==> config.mk <==
export PLATFORM = sky130hd
export DESIGN_NAME = bmp_fill
export DESIGN_NICKNAME = d
export VERILOG_FILES = /design/src/binomial_mod_prime_core_assert.svh /design/src/bmp_pkg.sv /design/src/bmp_fill.sv
export SDC_FILE = /design/constraint.sdc
export NUM_CORES = 1
export LEC_CHECK = 0
export ABC_AREA = 0
export BUFFER_PORTS_ARGS = -buffer_cell sky130_fd_sc_hd__clkbuf_2
export CORE_AREA = 2 2 108 110
export CTS_CLUSTER_DIAMETER = 200
export CTS_CLUSTER_SIZE = 14
export DETAILED_ROUTE_END_ITERATION = 16
export DIE_AREA = 0 0 110 112
export MAX_ROUTING_LAYER = met4
export PLACE_DENSITY = 0.84
export SLEW_MARGIN = 30
export SYNTH_ARGS = -nofsm -noshare
export SYNTH_HDL_FRONTEND = slang
export SYNTH_SLANG_ARGS = --single-unit
==> constraint.sdc <==
create_clock -name clk -period 3.4 [get_ports clk]
set_input_delay 0.34 -clock clk [delete_from_list [all_inputs] [get_ports clk]]
set_output_delay 0.34 -clock clk [all_outputs]
set_load 0.05 [all_outputs]
==> src/binomial_mod_prime_core_assert.svh <==
// Assertion macros shared by the binomial core.
`ifndef BINOMIAL_MOD_PRIME_CORE_ASSERT_SVH
`define BINOMIAL_MOD_PRIME_CORE_ASSERT_SVH

// Checks that the consequent holds in the same cycle as the antecedent.
`define BMP_ASSERT_SAME(label, clk, rst_n, ante, cons, msg) \
    label: assert property (@(posedge clk) disable iff (!rst_n) (ante) |-> (cons)) \
        else $error(msg);

// Checks that the consequent holds in the cycle after the antecedent.
`define BMP_ASSERT_NEXT(label, clk, rst_n, ante, cons, msg) \
    label: assert property (@(posedge clk) disable iff (!rst_n) (ante) |=> (cons)) \
        else $error(msg);

`endif

==> src/bmp_pkg.sv <==
// Shared types and constants of the binomial coefficient core.
package bmp_pkg;

    localparam logic [29:0] PRIME      = 30'd1000000007;
    localparam logic [31:0] PRIME_X2   = 32'd2000000014;
    localparam logic [29:0] FERMAT_EXP = 30'd1000000005;
    localparam int          EXP_BITS   = 30;
    localparam int          EXP_BW     = 5;
    localparam logic [30:0] BARRETT_M  = 31'((64'd1 << 60) / 64'd1000000007);
    localparam int          MUL_LAT    = 4;
    localparam int          QUEUE_DEPTH = 4;
    localparam int          IDX_W      = 12;
    localparam int          ADDR_MAX_W = 18;

    typedef struct packed {
        logic [11:0] n_total;
        logic [11:0] k_chosen;
    } query_t;

    typedef struct packed {
        logic [29:0] binom_value;
        logic        out_of_range;
    } result_t;

    typedef struct packed {
        logic [IDX_W-1:0] n_idx;
        logic [IDX_W-1:0] nk_idx;
        logic [IDX_W-1:0] k_idx;
        logic             zero;
        logic             oor;
    } job_t;

    typedef struct packed {
        logic valid;
        job_t job;
    } queue_out_t;

    typedef struct packed {
        logic                  mul_go;
        logic [29:0]           mul_a;
        logic [29:0]           mul_b;
        logic                  wr_fact;
        logic                  wr_inv;
        logic [ADDR_MAX_W-1:0] wr_addr;
        logic [29:0]           wr_data;
    } fill_req_t;

    typedef struct packed {
        logic        valid;
        logic [29:0] y;
    } mul_ret_t;

    typedef enum logic [2:0] {
        FILL_INIT,
        FILL_FACT,
        FILL_POW,
        FILL_INV,
        FILL_DONE
    } fill_state_t;

endpackage

==> src/bmp_fill.sv <==
// Table fill sequencer: factorials, Fermat inverse of the top one, inverse recurrence.
module bmp_fill #(
    parameter int TABLE_SIZE = 4096
) (
    input  logic               clk,
    input  logic               rst_n,
    input  bmp_pkg::mul_ret_t  mul_ret,
    output bmp_pkg::fill_req_t req,
    output logic               tables_ready
);
    import bmp_pkg::*;

    localparam int           AW  = $clog2(TABLE_SIZE);
    localparam logic [AW-1:0] TOP = AW'(TABLE_SIZE - 1);

    fill_state_t       state_reg, state_next;
    logic [AW-1:0]     idx_reg, idx_next;
    logic [29:0]       run_reg, run_next;
    logic [29:0]       acc_reg, acc_next;
    logic [EXP_BW-1:0] bit_reg, bit_next;
    logic              phase_reg, phase_next;
    logic              pend_reg, pend_next;
    logic              pow_last;

    // The last product of the exponentiation is a square or multiply at bit zero.
    assign pow_last = !(!phase_reg && FERMAT_EXP[bit_reg]) && (bit_reg == '0);

    always_comb
    begin
        state_next = state_reg;
        case (state_reg)
            FILL_INIT: state_next = FILL_FACT;
            FILL_FACT:
            begin
                if (mul_ret.valid && idx_reg == TOP)
                begin
                    state_next = FILL_POW;
                end
            end
            FILL_POW:
            begin
                if (mul_ret.valid && pow_last)
                begin
                    state_next = FILL_INV;
                end
            end
            FILL_INV:
            begin
                if (mul_ret.valid && idx_reg == AW'(1))
                begin
                    state_next = FILL_DONE;
                end
            end
            FILL_DONE: state_next = FILL_DONE;
            default:   state_next = FILL_INIT;
        endcase
    end

    always_comb
    begin
        idx_next   = idx_reg;
        run_next   = run_reg;
        acc_next   = acc_reg;
        bit_next   = bit_reg;
        phase_next = phase_reg;
        pend_next  = pend_reg;
        case (state_reg)
            FILL_INIT:
            begin
                idx_next  = AW'(1);
                run_next  = 30'd1;
                pend_next = 1'b0;
            end
            FILL_FACT:
            begin
                if (!pend_reg)
                begin
                    pend_next = 1'b1;
                end
                if (mul_ret.valid)
                begin
                    pend_next = 1'b0;
                    run_next  = mul_ret.y;
                    if (idx_reg == TOP)
                    begin
                        acc_next   = 30'd1;
                        bit_next   = EXP_BW'(EXP_BITS - 1);
                        phase_next = 1'b0;
                    end
                    else
                    begin
                        idx_next = idx_reg + 1'b1;
                    end
                end
            end
            FILL_POW:
            begin
                if (!pend_reg)
                begin
                    pend_next = 1'b1;
                end
                if (mul_ret.valid)
                begin
                    pend_next = 1'b0;
                    acc_next  = mul_ret.y;
                    if (!phase_reg && FERMAT_EXP[bit_reg])
                    begin
                        phase_next = 1'b1;
                    end
                    else
                    begin
                        phase_next = 1'b0;
                        if (bit_reg == '0)
                        begin
                            run_next = mul_ret.y;
                        end
                        else
                        begin
                            bit_next = bit_reg - 1'b1;
                        end
                    end
                end
            end
            FILL_INV:
            begin
                if (!pend_reg)
                begin
                    pend_next = 1'b1;
                end
                if (mul_ret.valid)
                begin
                    pend_next = 1'b0;
                    run_next  = mul_ret.y;
                    idx_next  = idx_reg - 1'b1;
                end
            end
            default:
            begin
                pend_next = 1'b0;
            end
        endcase
    end

    always_comb
    begin
        req         = '0;
        req.wr_data = mul_ret.y;
        req.wr_addr = ADDR_MAX_W'(idx_reg);
        case (state_reg)
            FILL_INIT:
            begin
                req.wr_fact = 1'b1;
                req.wr_addr = '0;
                req.wr_data = 30'd1;
            end
            FILL_FACT:
            begin
                req.mul_go  = !pend_reg;
                req.mul_a   = run_reg;
                req.mul_b   = 30'(idx_reg);
                req.wr_fact = mul_ret.valid;
            end
            FILL_POW:
            begin
                req.mul_go = !pend_reg;
                req.mul_a  = acc_reg;
                req.mul_b  = phase_reg ? run_reg : acc_reg;
                req.wr_inv = mul_ret.valid && pow_last;
            end
            FILL_INV:
            begin
                req.mul_go  = !pend_reg;
                req.mul_a   = run_reg;
                req.mul_b   = 30'(idx_reg);
                req.wr_inv  = mul_ret.valid;
                req.wr_addr = ADDR_MAX_W'(idx_reg - 1'b1);
            end
            default:
            begin
                req.mul_go = 1'b0;
            end
        endcase
    end

    assign tables_ready = (state_reg == FILL_DONE);

    always_ff @(posedge clk or negedge rst_n)
    begin
        if (!rst_n)
        begin
            state_reg <= FILL_INIT;
            pend_reg  <= 1'b0;
            phase_reg <= 1'b0;
        end
        else
        begin
            state_reg <= state_next;
            pend_reg  <= pend_next;
            phase_reg <= phase_next;
        end
    end

    always_ff @(posedge clk)
    begin
        idx_reg <= idx_next;
        run_reg <= run_next;
        acc_reg <= acc_next;
        bit_reg <= bit_next;
    end
endmodule

======== After elaboration in Yosys (flattened, before gate mapping) ========
Memories as Yosys holds them, arrays and structs flattened. A register that Yosys moved wholly into a read port is not among the register bits.
Cells that the tools add are included.
storage, ports and cells
  bits in read-only memories .............. 32
  word-level logic and storage cells ...... 89
  input port bits ......................... 33
  flip-flop bits (word level) ............. 82
  output and inout bits ................... 112
  memories kept ........................... 1
operators by class
  $lt $le $gt $ge ......................... 1
  multiplexer cells ....................... 38
  eq/ne operators ......................... 18
  reductions and logical operators ........ 20
  $add $sub $neg .......................... 4
memories
  name             words  bits a word  read ports  clocked after memory_dff  write ports  RTL line         source
  (no name shown)  32     1            1           1                         0            bmp_fill.sv:106  if (!phase_reg && FERMAT_EXP[bit_reg])
operators by type and width
  operator                                                                count
  30-bit two-way mux                                                      8
  60-bit case mux with 2 select lines                                     1
  30-bit case mux with 3 select lines                                     1
  30-bit case mux with 2 select lines                                     1
  12-bit two-way mux                                                      3
  12-bit case mux with 3 select lines                                     1
  18-bit case mux with 2 select lines                                     1
  5-bit two-way mux                                                       6
  2-bit inequality test, second input constant                            11
  3-bit case mux with 5 select lines                                      1
  12-bit by 1-bit subtractor with 13-bit output, second input constant    1
  12-bit by 1-bit adder with 12-bit output, second input constant         1
  12-bit by 1-bit equality test with 1-bit output, second input constant  1
  12-bit equality test, second input constant                             1
  12-bit by 1-bit subtractor with 12-bit output, second input constant    1
  5-bit case mux with 2 select lines                                      1
  3-bit two-way mux                                                       3
  1-bit two-way mux                                                       8
  4-bit AND reduction                                                     2
  3-bit by 2-bit equality test with 1-bit output, second input constant   2
  5-bit by 6-bit < comparator with 1-bit output, second input constant    1
  1-bit case mux with 2 select lines                                      3
  6-bit AND reduction                                                     1
  3-bit nonzero test                                                      2
  13 further kinds                                                        19

======== Longest topological paths before layout ========
  word-level depth ........................ 8
  mapped depth ............................ 13
  mapped depth without buffers ............ 12

======== Worst setup path after synthesis ========
Ideal clock, no wire load.
  kind .................................... register to output
  from .................................... register state_reg[0]
  to ...................................... output req[37] in the netlist's numbering
  cell stages (with the launch flop) ...... 8
  arrival ................................. 3.138 ns
  path slack .............................. -0.078 ns
  data required time ...................... 3.060 ns
  cells stage by stage .................... dfrtp_1 -> buf_2 -> nor2b_1 -> buf_2 -> nand2_1 -> inv_1 -> nand3_1 -> o41ai_1
RTL lines
  what                      RTL line         source
  start: declaration        bmp_fill.sv:16   fill_state_t state_reg, state_next;
  start signal: assignment  bmp_fill.sv:197  state_reg <= state_next;
  end: declaration          bmp_fill.sv:8    output bmp_pkg::fill_req_t req,

==> results.txt <==
----------------------------------------------------
[Status]
  Outcome ... finished, final reports clean

[Yosys]
  Share of the synthesized area in the top cell type ... 43.7%
  Most frequent cell after synthesis ... sky130_fd_sc_hd__edfxtp_1
  Yosys top cell by area ... sky130_fd_sc_hd__edfxtp_1
  Primary flip-flop cell chosen by synthesis mapping ... sky130_fd_sc_hd__edfxtp_1
  Synth Net Count ... 563
  Total standard cell area after synthesis ... 5290 um2
  Synthesized instance count ... 513
  Ranking of synthesized cells by instance count ... sky130_fd_sc_hd__edfxtp_1, sky130_fd_sc_hd__and2_1, sky130_fd_sc_hd__nor2_1
  Sequential cell area fraction in the yosys report ... 46.5%
  Number of flops mapped to enable cells by yosys ... 77
  Async set-reset flop share out of synthesis ... 6.02%
  Number of different library cells in the post-synthesis netlist ... 58
  Yosys warning count ... 0
  Flip-flop and latch count after synthesis ... 83
  Area contributors post-synth ... sky130_fd_sc_hd__edfxtp_1, sky130_fd_sc_hd__and2_1, sky130_fd_sc_hd__mux2i_1
  Synthesized area divided by synthesized cell count ... 10.3 um2

[STA]
  Fmax ... 304 MHz
  Unrepaired setup endpoints after global routing ... false
  Worst slew margin relative to its limit ... 43.0%
  Worst clock skew on the final layout ... 0.0107 ns
  Final Slew Violations ... 0
  Final worst slack ... 0.108 ns
  Slew at the pin closest to its max-slew limit ... 0.855 ns
  Final sum of negative setup slack ... 0 ns
  Share of the cycle needed by the critical path after routing ... 96.8%
  Setup violators final ... 0
  Time the worst path needs with I/O delays and setup ... 3.29 ns
  Total count of hold-check failures in the final report ... 0

[Route]
  Via count ... 4501
  Via density per instance ... 5.70
  Number of optimization iterations in the first detailed-route pass ... 6
  Remaining antenna violation count after routing ... 0
  Number of DRC markers after the initial detailed-route iteration ... 423
  Average wire length per cell after detail routing ... 17.2 um
  Routed Wire Length ... 13.6 mm
  Number of DRC violations after detailed routing ... 0

[Die]
  Ports ... 145
  X dimension of the die ... 110 um
  Core box area ... 11200 um2
  Initial core utilization ... 47.3%
  Die Area ... 12300 um2
  Num rows ... 39
  Die Ht ... 112 um

[Clock network]
  H-tree levels ... 3
  Sink Count ... 83
  Root buffer cell ... sky130_fd_sc_hd__clkbuf_16
  CTS tree ... yes
  Number of buffers inserted during clock tree synthesis ... 9
  Clock insertion delay at the later pin of the skew report ... 0.34 ns
  Deepest clock path buffer count ... 2
  Clock transition at the registers of the reported paths ... 0.07 ns

[Global routing]
  Initial antenna violation count ... 0
  First-pass GRT wire length ... 21.3 mm
  Maximum number of pins on one net before global-route repair ... 65
  Total congestion overflow after global routing ... 0
  Vias in the first global route ... 4395
  Global routing usage summed across all routing layers ... 22.9%

[Worst hold path]
  Worst min-delay path category ... input port to flip-flop
  Hold path depth ... 2

[Critical path]
  Sort of element at the start of the critical path ... flip-flop
  Family with the most delay on the worst path ... simple AND/OR/NAND/NOR gates
  Worst path required time ... 3.06 ns
  Crit-path cells ... or4_1 > nor3_2 > nand4_1 > nor4_1 > mux2i_1 > clkbuf_4
  Critical setup path kind ... flip-flop to output pin
  CP max FO ... 7
  Critical-path top delay cell ... sky130_fd_sc_hd__or4_1
  Critical path endpoint category ... output pin
  Arrival time of data at the critical path endpoint ... 2.95 ns
  Buffers & Inverters on Critical Path ... 1
  Reg2Reg Depth ... 10
  Critical path depth in cells ... 6
  Largest stage delay on the critical path ... 0.65 ns

[Finish]
  Ratio of cells with drive above 1 in the final layout ... 29.2%
  Final Non-Filler Cells ... 790
  Net count of the finished layout ... 692
  Layout filler cell count ... 933
  Post-synthesis to final-layout area growth ... 22.0%
  Ant. Diodes ... 0

[Placed design]
  HPWL Detailed ... 9.63 mm
  Port Buf Inserts ... 144
  Global placement routability congestion ... 0.902
  Dpl ws ... 0.246 ns
  Placed cell count ... 773

[Flow run]
  # Max-Cap Violations ... 0

----------------------------------------------------
-- worst paths after layout --
path | start | to | slack (ns)
min | mul_ret[30] | pend_reg$_DFF_PN0_ | 0.18
min reg2reg | flip-flop | phase_reg$_DFFE_PN0P_ | 0.57
max | idx_reg[4]$_SDFFCE_PP0P_ | req[41] | 0.11
min in group asynchronous | rst_n | state_reg[2]$_DFFE_PN0P_ | 0.37
max reg2reg | idx_reg[0]$_SDFFCE_PP1P_ | flip-flop | 0.24
max in group asynchronous | rst_n | phase_reg$_DFFE_PN0P_ | 2.87
-- cell usage in the layout (no fill, tap or decap), types with 13 or more instances in the layout --
master	Yosys	routed
sky130_fd_sc_hd__ha_1	16	16
sky130_fd_sc_hd__o21ai_0	20	20
sky130_fd_sc_hd__buf_4	5	13
sky130_fd_sc_hd__nor2_1	45	43
sky130_fd_sc_hd__clkbuf_2	0	142
sky130_fd_sc_hd__mux2i_1	35	35
sky130_fd_sc_hd__nand2_1	32	32
sky130_fd_sc_hd__nor2b_1	35	34
sky130_fd_sc_hd__a22o_1	30	30
sky130_fd_sc_hd__edfxtp_1	77	77
sky130_fd_sc_hd__and2_1	59	59
-- cell type report --
cell class | count | area (um2) | area share (%)
Timing Repair Buffer | 158 | 846 | 13.1
Multi-Input combinational cell | 378 | 2640 | 40.9
Clock buffer | 12 | 256 | 3.98
Clock inverter | 4 | 26.3 | 0.407
Sequential cell | 83 | 2460 | 38.1
Tap cell | 143 | 179 | 2.77
Inverter | 12 | 45.0 | 0.698
-- through the flow --
stage / hold WS (ns) / util (%) / cell area, um2
6_report: 0.181 / 57.7 / 6450
5_1_grt: 0.202 / 57.7 / 6450
4_1_cts: 0.182 / 57.7 / 6440
3_5_place_dp: 0.171 / 55.0 / 6150
3_3_place_gp: 0.166 / 55.0 / 6150
2_1_floorplan: 0.0444 / - / 5300
-- logic make-up (layout without fill, tap and decap cells) --
kind of cell             count (synthesis)  count (layout)  share of synthesized area (%)
adder cells (fa/ha/maj)                 17              17                           4.17
XOR/XNOR                                12              12                           1.99
AND/OR/NAND/NOR                        218             218                           22.5
flip-flops                              83              83                           46.5
buffers and inverters                   52             186                           4.47
multiplexers                            39              39                           7.55
AO/OA/AOI/OAI                           92              92                           12.8
-- metal layers --
layer	vias to the layer above	part of all wire, %	global-route usage [%]	routed length, um
met5	-	0	-	0
met4	0	2.9	10.2	395
met3	31	6.1	3.04	828
met2	188	51	37.0	6910
met1	2171	40	28.3	5480
li1	2111	-	-	-
-- what timing repair did --
item / in CTS / in global routing
hold buffers: 1 / 0
resized for setup: 1 / 2
endpoints found under the setup margin: 1 / 10
buffers inserted: 0 / 0
hold endpoints to repair: 5 / 0
Power is not shown: default switching activity piles up to over one toggle a cycle in this logic, so the estimate is an artifact.
